[config.mk]
export PLATFORM = sky130hd
export DESIGN_NAME = key_to_handle_map_table
export DESIGN_NICKNAME = d
export VERILOG_FILES = /design/src/rtl/core/kthm_pkg.sv /design/src/rtl/core/kthm_ram.sv /design/src/rtl/core/key_to_handle_map_table.sv
export SDC_FILE = /design/constraint.sdc
export NUM_CORES = 1
export LEC_CHECK = 0
export BUFFER_PORTS_ARGS = -buffer_cell sky130_fd_sc_hd__buf_2
export CAP_MARGIN = 20
export CORE_AREA = 2 2 196 121
export CTS_CLUSTER_DIAMETER = 100
export DETAILED_ROUTE_END_ITERATION = 10
export DIE_AREA = 0 0 198 123
export PLACE_DENSITY_LB_ADDON = 0.2
export SLEW_MARGIN = 20
export SYNTH_ARGS = -nofsm -noshare
export SYNTH_HDL_FRONTEND = slang
export SYNTH_SLANG_ARGS = --single-unit
export TNS_END_PERCENT = 100
[constraint.sdc]
create_clock -name clock -period 7.8 [get_ports clock]
set_input_delay 1.56 -clock clock [delete_from_list [all_inputs] [get_ports clock]]
set_output_delay 1.56 -clock clock [all_outputs]
set_load 0.01 [all_outputs]
[src/rtl/core/kthm_pkg.sv]
// ---------------------------------------------------------------------------
// kthm_pkg
// Shared types and constants for the key to handle map table.
// ---------------------------------------------------------------------------
`default_nettype none

package kthm_pkg;

   localparam int KEY_W               = 16;
   localparam int HANDLE_W            = 16;
   localparam int DEFAULT_TABLE_DEPTH = 8;

   typedef enum logic [1:0] {
      ACT_ADD    = 2'd0,
      ACT_LOOKUP = 2'd1,
      ACT_REMOVE = 2'd2
   } action_type;

   typedef enum logic [1:0] {
      STS_OK        = 2'd0,
      STS_NOT_FOUND = 2'd1,
      STS_FULL      = 2'd2
   } status_type;

   typedef enum logic [1:0] {
      ST_CLEAR,
      ST_IDLE,
      ST_SCAN
   } state_type;

endpackage

`default_nettype wire

[src/rtl/core/kthm_ram.sv]
// ---------------------------------------------------------------------------
// kthm_ram
// Generic single-write, single-read RAM with registered read data.
// ---------------------------------------------------------------------------
`default_nettype none

module kthm_ram #(
   parameter int WIDTH = kthm_pkg::KEY_W,
   parameter int DEPTH = kthm_pkg::DEFAULT_TABLE_DEPTH,
   localparam int AW   = (DEPTH > 1) ? $clog2(DEPTH) : 1
) (
   input  wire logic             clock,
   input  wire logic             wr_en,
   input  wire logic [AW-1:0]    wr_addr,
   input  wire logic [WIDTH-1:0] wr_data,
   input  wire logic             rd_en,
   input  wire logic [AW-1:0]    rd_addr,
   output logic      [WIDTH-1:0] rd_data
);

   logic [WIDTH-1:0] mem [DEPTH];
   logic [WIDTH-1:0] rd_data_ff;

   always_ff @(posedge clock) begin
      if (wr_en) begin
         mem[wr_addr] <= wr_data;
      end
      if (rd_en) begin
         rd_data_ff <= mem[rd_addr];
      end
   end

   assign rd_data = rd_data_ff;

endmodule

`default_nettype wire

[src/rtl/core/key_to_handle_map_table.sv]
// ---------------------------------------------------------------------------
// key_to_handle_map_table
// Associative table of nonzero 16-bit keys mapped to 16-bit device handles.
// ---------------------------------------------------------------------------
// A transaction is taken when start is high and busy is low. Keys and handles
// live in two RAMs that are scanned one slot per cycle from slot 0; the scan
// stops at the first slot whose key matches (the empty key for an add), or
// after the last slot. Busy stays high from acceptance until the scan ends; a
// key of zero or an unused action skips the scan and leaves busy low.
// The result appears on rsp_* for one cycle with rsp_valid high, the cycle
// after the scan ends; the receiver cannot stall it. After reset the block
// clears every slot of both RAMs, holding busy high until the pass is done.
// ---------------------------------------------------------------------------
`default_nettype none

module key_to_handle_map_table #(
   parameter int TABLE_DEPTH = kthm_pkg::DEFAULT_TABLE_DEPTH
) (
   input  wire logic                          clock,
   input  wire logic                          reset,
   input  wire logic                          start,
   output logic                               busy,
   input  wire logic [1:0]                    req_action,
   input  wire logic [kthm_pkg::KEY_W-1:0]    req_key,
   input  wire logic [kthm_pkg::HANDLE_W-1:0] req_handle_in,
   output logic                               rsp_valid,
   output logic [1:0]                         rsp_status,
   output logic [kthm_pkg::HANDLE_W-1:0]      rsp_handle_out
);

   localparam int IDX_W = (TABLE_DEPTH > 1) ? $clog2(TABLE_DEPTH) : 1;
   localparam logic [IDX_W-1:0] LAST_IDX = IDX_W'(TABLE_DEPTH - 1);

   kthm_pkg::state_type  state_ff, state_in;
   logic [IDX_W-1:0]     idx_ff, idx_in;
   kthm_pkg::action_type act_ff, act_in;
   logic [kthm_pkg::KEY_W-1:0]    key_ff, key_in;
   logic [kthm_pkg::HANDLE_W-1:0] handle_ff, handle_in;

   logic                          rsp_valid_ff, rsp_valid_in;
   kthm_pkg::status_type          rsp_status_ff, rsp_status_in;
   logic [kthm_pkg::HANDLE_W-1:0] rsp_handle_ff, rsp_handle_in;

   logic                          mem_we;
   logic [IDX_W-1:0]              mem_waddr;
   logic [kthm_pkg::KEY_W-1:0]    mem_wkey;
   logic [kthm_pkg::HANDLE_W-1:0] mem_whandle;
   logic                          mem_re;
   logic [IDX_W-1:0]              mem_raddr;
   logic [kthm_pkg::KEY_W-1:0]    rd_key;
   logic [kthm_pkg::HANDLE_W-1:0] rd_handle;
   logic [kthm_pkg::KEY_W-1:0]    target;
   logic                          hit;
   kthm_pkg::action_type          req_act;

   kthm_ram #(.WIDTH(kthm_pkg::KEY_W), .DEPTH(TABLE_DEPTH)) u_key_ram (
      .clock   (clock),
      .wr_en   (mem_we),
      .wr_addr (mem_waddr),
      .wr_data (mem_wkey),
      .rd_en   (mem_re),
      .rd_addr (mem_raddr),
      .rd_data (rd_key)
   );

   kthm_ram #(.WIDTH(kthm_pkg::HANDLE_W), .DEPTH(TABLE_DEPTH)) u_handle_ram (
      .clock   (clock),
      .wr_en   (mem_we),
      .wr_addr (mem_waddr),
      .wr_data (mem_whandle),
      .rd_en   (mem_re),
      .rd_addr (mem_raddr),
      .rd_data (rd_handle)
   );

   assign req_act = kthm_pkg::action_type'(req_action);
   assign target  = (act_ff == kthm_pkg::ACT_ADD) ? '0 : key_ff;
   assign hit     = (rd_key == target);

   always_ff @(posedge clock) begin
      if (reset) begin
         state_ff     <= kthm_pkg::ST_CLEAR;
         idx_ff       <= '0;
         rsp_valid_ff <= 1'b0;
      end else begin
         state_ff     <= state_in;
         idx_ff       <= idx_in;
         rsp_valid_ff <= rsp_valid_in;
      end
   end

   always_ff @(posedge clock) begin
      act_ff        <= act_in;
      key_ff        <= key_in;
      handle_ff     <= handle_in;
      rsp_status_ff <= rsp_status_in;
      rsp_handle_ff <= rsp_handle_in;
   end

   always_comb begin
      state_in      = state_ff;
      idx_in        = idx_ff;
      act_in        = act_ff;
      key_in        = key_ff;
      handle_in     = handle_ff;
      rsp_valid_in  = 1'b0;
      rsp_status_in = rsp_status_ff;
      rsp_handle_in = rsp_handle_ff;
      mem_we        = 1'b0;
      mem_waddr     = idx_ff;
      mem_wkey      = '0;
      mem_whandle   = '0;
      mem_re        = 1'b0;
      mem_raddr     = IDX_W'(idx_ff + 1'b1);
      busy          = 1'b1;

      case (state_ff)
         kthm_pkg::ST_CLEAR: begin
            mem_we = 1'b1;
            idx_in = IDX_W'(idx_ff + 1'b1);
            if (idx_ff == LAST_IDX) begin
               idx_in   = '0;
               state_in = kthm_pkg::ST_IDLE;
            end
         end

         kthm_pkg::ST_IDLE: begin
            busy = 1'b0;
            if (start) begin
               act_in        = req_act;
               key_in        = req_key;
               handle_in     = req_handle_in;
               rsp_status_in = kthm_pkg::STS_OK;
               rsp_handle_in = '0;
               if (req_key != '0 && (req_act == kthm_pkg::ACT_ADD ||
                   req_act == kthm_pkg::ACT_LOOKUP || req_act == kthm_pkg::ACT_REMOVE)) begin
                  mem_re    = 1'b1;
                  mem_raddr = '0;
                  idx_in    = '0;
                  state_in  = kthm_pkg::ST_SCAN;
               end else begin
                  rsp_valid_in = 1'b1;
                  if (req_act == kthm_pkg::ACT_LOOKUP) begin
                     rsp_status_in = kthm_pkg::STS_NOT_FOUND;
                  end
               end
            end
         end

         kthm_pkg::ST_SCAN: begin
            if (hit) begin
               rsp_valid_in = 1'b1;
               state_in     = kthm_pkg::ST_IDLE;
               case (act_ff)
                  kthm_pkg::ACT_ADD: begin
                     mem_we      = 1'b1;
                     mem_wkey    = key_ff;
                     mem_whandle = handle_ff;
                  end
                  kthm_pkg::ACT_LOOKUP: begin
                     rsp_handle_in = rd_handle;
                  end
                  kthm_pkg::ACT_REMOVE: begin
                     mem_we = 1'b1;
                  end
                  default: begin
                  end
               endcase
            end else if (idx_ff == LAST_IDX) begin
               rsp_valid_in = 1'b1;
               state_in     = kthm_pkg::ST_IDLE;
               case (act_ff)
                  kthm_pkg::ACT_ADD:    rsp_status_in = kthm_pkg::STS_FULL;
                  kthm_pkg::ACT_LOOKUP: rsp_status_in = kthm_pkg::STS_NOT_FOUND;
                  default:              rsp_status_in = kthm_pkg::STS_OK;
               endcase
            end else begin
               mem_re = 1'b1;
               idx_in = IDX_W'(idx_ff + 1'b1);
            end
         end

         default: begin
            state_in = kthm_pkg::ST_CLEAR;
            idx_in   = '0;
         end
      endcase
   end

   assign rsp_valid      = rsp_valid_ff;
   assign rsp_status     = rsp_status_ff;
   assign rsp_handle_out = rsp_handle_ff;

   a_clear_after_reset: assert property (@(posedge clock) reset |=> busy)
      else $error("busy low right after reset");

   a_no_rsp_in_clear: assert property (@(posedge clock) disable iff (reset)
      (state_ff == kthm_pkg::ST_CLEAR) |=> !rsp_valid)
      else $error("result issued during clearing pass");

   a_handle_zero_on_fail: assert property (@(posedge clock) disable iff (reset)
      (rsp_valid && rsp_status != kthm_pkg::STS_OK) |-> (rsp_handle_out == '0))
      else $error("nonzero handle with failing status");

   a_write_only_busy: assert property (@(posedge clock) disable iff (reset)
      mem_we |-> busy)
      else $error("table write while idle");

endmodule

`default_nettype wire

==> out/qor.yml, run 1 <==
met3_usage_pct: 4.47
die_h_um: 123
reg2reg_to: "u_handle_ram.mem[1][5]$_DFFE_PP_"
ant_nets: 0
area_growth_pct: 11.9
grt_pass1_wl_mm: 44.4
antenna_found_initial: 0
busiest_layer: "met2"
drt_wl_total_mm: 29.5
critPathMaxFanout: 27
clk_path_buf_depth: 3
finClkSkew_ns: 0.0163
finalWeightedCongestion: 0.807
finalHoldViolations: 0
crit_required_ns: 7.99
maxCapViolCount: 0
dr.pass1.iters: 5
wl_per_cell_um: 24.8
setup_viol: 0
rows: 43
syn_area_um2: 13600
core_area_um2: 22700
endpoint_kind: "register"
start_kind: "register"
io_buffers: 56
gr-usage-met2_pct: 38.8
total_power_mw: 3.82
rsz0062_at_grt: "no"
yosys-top-cells-area: "edfxtp_1 (75%), mux4_2 (5.3%), nor2_1 (2.4%), mux2i_1 (2.4%), a31oi_1 (1.8%)"
ys_types: 43
worstMarginPinSlew_ns: 1.07
hold_class: "reg -> reg"
synth-async-reset-ratio_pct: 0
fin_setup_tns_ns: 0
clk_pin_slew_worst_paths_ns: 0.06
critPathArrivalTime_ns: 4.16
yosysSeqAreaShare_pct: 76.1
grt_max_degree: 71
vdd_drop_max_v: 0.000177
max_freq_ghz: 0.252
hold_path_startpoint: "u_handle_ram.rd_data[12]$_DFFE_PP_"
start_util_pct: 59.9
die-area_um2: 24400
gr-usage-all-layers_pct: 25.1
cts_tree: "done"
synth_cells: 797
ctsHtreeMaxLevel: 1
cp-startpoint: "act_ff[0]$_DFFE_PP_"
status: "finished clean"
yosysTopAreaCell: "edfxtp_1"
cts-resized-gates: 0
drive_gt1_share_pct: 18.9
cp-endpoint: "u_handle_ram.mem[1][5]$_DFFE_PP_"
synth_seq_cells: 346
route.vias.total: 7525
synth_edf_count: 340
power.density_nw_per_um2: 251
fin_nets: 899
grt_pass1_vias: 7402
synth_warnings: 0
synthFlopType: "edfxtp_1"
die_w_um: 198
grt_remaining_overflow: 0
drt_iter0_drc: 881
period_share_pct: 50.9
avgSynthCellArea_um2: 17.0
nFillCells: 1510
cts_hold_buf: 0
cts_sinks: 346
ios: 57
synth_nets: 840
synth_commonest_cells: "edfxtp_1 (340), nor2_1 (86), a31oi_1 (40), o21ai_0 (37), clkbuf_1 (33)"
r2r_setup_slack_ns: 3.83
r2r-start: "act_ff[0]$_DFFE_PP_"
p_leak_nw: 5.47
cts-root-buf: "clkbuf_16"
detailed_place_hpwl_mm: 16.0
use_met1_pct: 37.8
reg2reg_depth: 8
synth_top_area_share_pct: 75.2
drc_errors: 0
worstSkewPairLatency_ns: 0.56
slew_headroom_pct: 29.0
cts_buffers: 30
post_cts_buffers: 0
yosysMostFrequentCell: "edfxtp_1"
vias_per_cell: 6.33
criticalPathCategory: "reg -> reg"
drv_slew: 0
diodes: 0
period_needed_ns: 3.97
## per-stage QoR
stage | instances | setup WS, ns | cell area [um^2] | hold WS, ns | utilization, %
final | 1189 | 3.83 | 15200 | 0.524 | 67.0
after detailed placement | 1138 | 3.26 | 14300 | 0.526 | 63.0
after global placement | 1138 | 3.47 | 14300 | 0.511 | 63.0
after floorplan | 797 | 1.87 | 13600 | 0.494 | -
after CTS | 1188 | 3.69 | 15100 | 0.531 | 66.9
after global routing | 1189 | 3.57 | 15200 | 0.544 | 67.0
## state kept, by name (all words and copies together) (netlist names)
name,flops
state_ff,2
u_handle_ram.rd_data,16
handle_ff,16
u_handle_ram.mem,128
idx_ff,3
key_ff,16
u_key_ram.mem,128
act_ff,2
rsp_status,2
u_key_ram.rd_data,16
rsp_valid,1
rsp_handle_out,16
## power breakdown
group | switching, mW | total [mW] | internal (mW)
clock | 0.620 | 1.35 | 0.734
sequential | 0.0235 | 2.13 | 2.10
combinational | 0.217 | 0.337 | 0.120
total | 0.860 | 3.82 | 2.96
## placed cells by master, fill, tap and decap left out, types with 8 or more instances in the layout
master and count:
edfxtp_1 340, nor2_1 80, buf_2 56, a31oi_1 40, o21ai_0 37, and3_1 32
mux4_2 32, mux2i_1 32, a22oi_1 32, clkbuf_16 30, nand2_1 16, and2_1 16
buf_4 15, inv_1 11, xnor2_1 8, nor4bb_1 8
## critical path: stages, from the launching register on
cell and delay, ns:
edfxtp_1 0.51, nor2_4 0.44, nor2_1 0.11, o32ai_1 0.47, nand4_2 0.30, o41ai_2 0.40
nand2_1 0.29, nor3_2 0.49, buf_4 0.56
## worst min path at each step
stage          depth (start not counted)                          endpoint
6_report                               1  rsp_handle_out[12]$_SDFFCE_PN0P_
5_1_grt                                1  rsp_handle_out[12]$_SDFFCE_PN0P_
4_1_cts                                1  rsp_handle_out[12]$_SDFFCE_PN0P_
3_5_place_dp                           1  rsp_handle_out[12]$_SDFFCE_PN0P_
3_3_place_gp                           1  rsp_handle_out[12]$_SDFFCE_PN0P_
2_1_floorplan                          2            idx_ff[1]$_SDFFE_PP0P_
## layer usage
metal | routed length, um | part of all wire (%)
met2 | 13500 | 46
met5 | 0 | 0
met4 | 565 | 1.9
met3 | 2770 | 9.4
met1 | 12700 | 43
## cell type report
class,count,area [um^2],area share (%)
sequential,346,10300,68.1
multi-input combinational,395,3120,20.5
clock buffer,36,773,5.09
timing repair buffer,72,420,2.77
tap,315,394,2.60
clock inverter,14,104,0.684
inverter,11,41.3,0.272
## kinds of logic after synthesis
| family | count (synthesis) | synth area share [%] |
|---|---|---|
| AND/OR/NAND/NOR | 184 | 6.92 |
| AO/OA/AOI/OAI | 133 | 6.54 |
| XOR/XNOR | 8 | 0.516 |
| flip-flops | 346 | 76.1 |
| multiplexers | 64 | 7.67 |
| adder cells (fa/ha/maj) | 6 | 0.553 |
| buffers and inverters | 56 | 1.70 |
(Power assumes the default switching activity.)
==> inputs of run 2 (changes only) <==
- CORE_AREA: 2 2 196 121 -> 2 2 206 127
- DIE_AREA: 0 0 198 123 -> 0 0 208 129
- clock period: 7.8 -> 3.27 ns (I/O delays scaled with it)
==> run 2 against run 1 <==
Wire length is 1.7% lower. Via count shrank 1.5%. Clock power grew to 2.6 times the previous value. Largest power group unchanged. Clock skew down 0.0047 ns. Critical path depth rose by 1. Power grew 150%. Die area rose by 10%. Clock-buffer cell count is 1 higher. Fmax is 34% higher. Final cell count grew 2.8%.
==> out/qor.yml, run 2 (synthesis results as in run 1) <==
p_int_mw: 7.38
detailed_place_hpwl_mm: 17.9
clk_path_buf_depth: 3
cp-startpoint: "act_ff[1]$_DFFE_PP_"
crit_buf_inv: 2
reg2reg_depth: 9
fin_setup_tns_ns: 0
cts_tree: "done"
path_delay_family: "simple AND/OR/NAND/NOR gates"
die_w_um: 208
critPathMaxStageDelay_ns: 0.46
cts_buffers: 30
route.vias.total: 7412
power_frac_comb_pct: 9.0
die-area_um2: 26800
drc_errors: 0
period_needed_ns: 2.97
start_kind: "register"
worstSkewPairLatency_ns: 0.56
dr.pass1.iters: 5
setup_viol: 0
vias_per_cell: 6.07
routedLengthMet1_mm: 13.3
wl_met2_mm: 13.0
grt_pass1_vias: 7313
io_buffers: 56
period_share_pct: 90.7
ant_nets: 0
maxCapViolCount: 0
power_switching_mw: 2.05
top_regs: "u_handle_ram.mem x128, u_key_ram.mem x128"
start_util_pct: 54.5
r2r-start: "act_ff[1]$_DFFE_PP_"
p_leak_nw: 5.64
layout_common_cells: "edfxtp_1 (340), nor2_1 (80), buf_2 (56), a31oi_1 (40), o21ai_0 (37)"
diodes: 0
power.share.switching_pct: 21.8
max_freq_ghz: 0.337
core_area_um2: 24900
cp.depth: 9
finalHoldViolations: 0
layout_commonest_cell: "edfxtp_1"
instances_no_fill: 1222
slew_headroom_pct: 57.2
rows: 45
antenna_found_initial: 0
dp_cells: 1165
cp-endpoint: "u_key_ram.mem[1][3]$_DFFE_PP_"
gr-usage-all-layers_pct: 22.2
worstMarginPinSlew_ns: 0.634
ctsHtreeMaxLevel: 1
power.density_nw_per_um2: 605
wl_per_cell_um: 23.7
drt_wl_total_mm: 29.0
whs_ns: 0.267
finClkSkew_ns: 0.0116
grt_max_degree: 101
endpoint_kind: "register"
wl_met3_mm: 2.13
finalWeightedCongestion: 0.846
crit_required_ns: 3.52
hold_class: "in -> reg"
die_h_um: 129
reg2reg_to: "u_key_ram.mem[1][3]$_DFFE_PP_"
drv_slew: 0
critPathMaxFanout: 32
pre_cts_slack_ns: 0.171
drive_gt1_share_pct: 20.6
final_util_pct: 62.6
slowest_stage: "edfxtp_1"
seqPwrFrac_pct: 53.6
area_growth_pct: 14.8
criticalPathCategory: "reg -> reg"
place_area_um2: 14600
dr.max_layer_used: "met4"
critPathArrivalTime_ns: 3.21
ios: 57
crit_chain: "nor2_4, buf_12, nor2_1, o32ai_1, nand4_2, o41ai_2, nand2_1, nor3_4, buf_12"
r2r_setup_slack_ns: 0.30
total_power_mw: 9.43
clk_pin_slew_worst_paths_ns: 0.07
grt_pass1_wl_mm: 44.4
crit_top_cell: "buf_12"
power_frac_clock_pct: 37.5
status: "finished clean"
fin_nets: 914
stdcell_area_um2: 15600
cts_sinks: 346
drt_iter0_drc: 739
fin_ws_ns: 0.304
cts_hold_buf: 0
rsz0062_at_grt: "no"
grt_remaining_overflow: 0
vdd_drop_max_v: 0.000422
cts-root-buf: "clkbuf_16"
-- run 2: power by group through the flow --
stage	clock, mW	sequential (mW)	combinational [mW]
after CTS	3.60	5.05	0.850
after global placement	0	5.14	0.828
after detailed placement	0	5.15	0.847
final	3.53	5.05	0.845
after floorplan	0	5.14	0.540
after global routing	3.77	5.06	0.932
-- run 2: layout make-up --
class | count | area, um^2
clock buffers | 37 | 798
flip-flops and latches | 346 | 10300
inverters | 11 | 41.3
clock inverters | 17 | 183
multi-input cells | 395 | 3130
fillers | 1741 | 9310
repair buffers | 87 | 688
well taps | 329 | 412
-- run 2: worst min path at each step --
stage	to	slack, ns	cells after the start	start
floorplan	rsp_handle_out[0]$_SDFFCE_PN0P_	0.50	1	u_handle_ram.rd_data[0]$_DFFE_PP_
global placement	rsp_handle_out[1]$_SDFFCE_PN0P_	0.52	1	u_handle_ram.rd_data[1]$_DFFE_PP_
detailed placement	rsp_handle_out[10]$_SDFFCE_PN0P_	0.52	1	u_handle_ram.rd_data[10]$_DFFE_PP_
CTS	handle_ff[15]$_DFFE_PP_	0.24	1	req_handle_in[15]
global route	handle_ff[6]$_DFFE_PP_	0.25	1	req_handle_in[6]
finish	handle_ff[6]$_DFFE_PP_	0.27	1	req_handle_in[6]
-- run 2: timing repair --
item	4_1_cts	5_1_grt
setup endpoints to repair	0	226
buffers inserted	0	3
gates resized for setup	0	1
-- run 2: routing by layer --
layer  track usage, %  vias up
li1                 -     3319
met1             33.2     3757
met2             33.9      286
met3             4.64       50
met4             5.80        0
met5                0        -
==> inputs of run 3 (changes only) <==
- ABC_AREA: default -> 1
- CORE_AREA: 2 2 206 127 -> 2 2 211 130
- DIE_AREA: 0 0 208 129 -> 0 0 213 132
==> run 3 against run 2 <==
Global-route usage grew 1.1 points. Via count grew 21%. Worst setup slack lost 0.070 ns. Die area grew 4.8%. Area after synthesis grew 6.4%. Combinational power grew 17%. Non-clock buffer count grew 2. Highest routed layer unchanged.
==> out/qor.yml, run 3 <==
critPathMaxFanout: 21
cts_tree: "done"
yosys.area_share.xor_xnor_pct: 0
maxCapViolCount: 0
core_area_um2: 26100
total_power_mw: 9.49
drc_errors: 0
cts_hold_buf: 0
antenna_found_initial: 0
rsz0062_at_grt: "no"
synth_top_area_share_pct: 70.7
clk_path_buf_depth: 3
seqPwrFrac_pct: 53.4
die-area_um2: 28100
cts-root-buf: "clkbuf_16"
syn_area_um2: 14400
criticalPathCategory: "reg -> reg"
synthAdderAreaFrac_pct: 0.520
yosys-top-cells-area: "edfxtp_1 (71%), nand2_1 (8.3%), inv_1 (3.8%), o211ai_1 (3.4%), nand3b_1 (2.4%)"
clk_pin_slew_worst_paths_ns: 0.06
status: "finished clean"
period_share_pct: 92.9
setup_viol: 0
fin_nets: 1336
dr.pass1.iters: 5
yosysSeqAreaShare_pct: 71.5
die_w_um: 213
synth_commonest_cells: "edfxtp_1 (340), nand2_1 (318), inv_1 (145), o211ai_1 (65), o21ai_0 (55)"
yosysMostFrequentCell: "edfxtp_1"
finalWeightedCongestion: 0.815
period_needed_ns: 3.04
post_cts_buffers: 0
power_switching_mw: 2.26
cts_sinks: 346
yosysTopAreaCell: "edfxtp_1"
endpoint_kind: "register"
drive_gt1_share_pct: 12.1
power.share.switching_pct: 23.9
synth_compound_area_share_pct: 7.77
io_buffers: 56
ios: 57
synth_warnings: 0
grt_max_degree: 85
r2r_setup_slack_ns: 0.23
worstSkewPairLatency_ns: 0.56
synth_top_family_by_area: "simple AND/OR/NAND/NOR gates"
synth_cells: 1234
route.vias.total: 9002
hold_path_startpoint: "req_handle_in[11]"
reg2reg_depth: 13
crit_chain: "inv_1, nand2_2, nand3b_1, nand2_1, nor2_1, nand2_1, nor2_1, nand2_2, nor2_4, a21oi_2, inv_2, nand2_2, nor2_2"
wl_per_cell_um: 19.1
crit_top_cell: "nand2_2"
yosys.area_share.simple_pct: 14.3
rows: 46
synthFlopType: "edfxtp_1"
drt_wl_total_mm: 32.0
r2r-start: "act_ff[1]$_DFFE_PP_"
avgSynthCellArea_um2: 11.7
grt_remaining_overflow: 0
layout_commonest_cell: "edfxtp_1"
detailed_place_hpwl_mm: 18.0
hold_class: "in -> reg"
grt_pass1_vias: 8529
area_growth_pct: 12.8
start_util_pct: 55.4
final_util_pct: 62.5
critPathArrivalTime_ns: 3.22
start_kind: "register"
grt_pass1_wl_mm: 49.9
synth_edf_count: 340
p_int_mw: 7.22
synth_nets: 1277
synth-async-reset-ratio_pct: 0
synth_seq_cells: 346
crit_required_ns: 3.45
finalHoldViolations: 0
synthMuxAreaShare_pct: 0
cts_buffers: 31
p_leak_nw: 6.39
finClkSkew_ns: 0.00927
slowest_stage: "nor2_2"
diodes: 0
reg2reg_to: "u_handle_ram.mem[1][15]$_DFFE_PP_"
slew_headroom_pct: 33.5
power.density_nw_per_um2: 583
power_frac_clock_pct: 36.2
top_regs: "u_handle_ram.mem x128, u_key_ram.mem x128"
ctsHtreeMaxLevel: 1
power_frac_comb_pct: 10.4
gr-usage-all-layers_pct: 23.4
ys_types: 26
worstMarginPinSlew_ns: 0.989
drv_slew: 0
holdPathEnd: "handle_ff[11]$_DFFE_PP_"
min_path_cells: 1
vdd_drop_max_v: 0.000404
vias_per_cell: 5.37
critPathMaxStageDelay_ns: 0.81
cts-resized-gates: 0
ant_nets: 0
drt_iter0_drc: 949
max_freq_ghz: 0.329
die_h_um: 132
layout_common_cells: "edfxtp_1 (340), nand2_1 (316), inv_1 (144), o211ai_1 (65), buf_2 (56)"
-- run 3: final cells by class --
class | count | area (um^2)
clock buffers | 38 | 802
repair buffers | 89 | 641
inverters | 150 | 563
fillers | 2019 | 9790
multi-input cells | 675 | 3360
flip-flops and latches | 346 | 10300
clock inverters | 19 | 138
well taps | 360 | 450
-- run 3: cell families (layout without fill, tap and decap cells) --
family / Yosys count / count (layout)
and+or+nand+nor: 478 / 480
buffers and inverters: 215 / 296
DFF: 346 / 346
AOI/OAI and AO/OA: 189 / 189
adders and majority gates: 6 / 6
-- run 3: worst max-delay path: cells and delay by family, from the launching register on --
kind,cells,cell delay (ns)
buffers and inverters,2,0.17
AO/OA/AOI/OAI,1,0.08
AND/OR/NAND/NOR,10,1.96
flip-flops,1,0.42
-- run 3: worst max-delay path by stage --
stage	end	slack (ns)	start	cells past startpoint
after floorplan	u_handle_ram.mem[2][0]$_DFFE_PP_	-0.81	act_ff[0]$_DFFE_PP_	12
after global placement	u_key_ram.mem[2][3]$_DFFE_PP_	0.18	act_ff[1]$_DFFE_PP_	13
after detailed placement	u_handle_ram.mem[1][1]$_DFFE_PP_	0.13	act_ff[1]$_DFFE_PP_	14
after CTS	u_handle_ram.mem[1][1]$_DFFE_PP_	0.09	act_ff[1]$_DFFE_PP_	14
after global routing	u_handle_ram.mem[5][12]$_DFFE_PP_	0.03	act_ff[1]$_DFFE_PP_	14
final	u_handle_ram.mem[1][15]$_DFFE_PP_	0.23	act_ff[1]$_DFFE_PP_	13
-- run 3: layer usage --
metal | track usage (%) | vias up | wire (um)
li1 | - | 4365 | -
met1 | 36.6 | 4312 | 15200
met2 | 34.9 | 290 | 14200
met3 | 3.81 | 35 | 2170
met4 | 4.20 | 0 | 431
met5 | 0 | - | 0
-- run 3: power by group through the flow --
stage               Combinational (mW)  Sequential (mW)  Clock (mW)
floorplan                        0.650             5.16           0
global placement                 0.970             5.16           0
detailed placement               0.983             5.16           0
CTS                              0.987             5.07        3.49
global route                      1.11             5.07        3.67
finish                           0.991             5.07        3.43
-- run 3: stage by stage --
step | std cells | cell area [um^2] | worst slack (ns) | hold slack [ns] | setup TNS, ns
global route | 1677 | 16300 | 0.0276 | 0.246 | 0
global placement | 1618 | 15300 | 0.178 | 0.483 | 0
floorplan | 1234 | 14500 | -0.808 | 0.470 | -104.93
CTS | 1675 | 16300 | 0.0935 | 0.241 | 0
finish | 1677 | 16300 | 0.234 | 0.268 | 0
detailed placement | 1618 | 15300 | 0.126 | 0.495 | 0
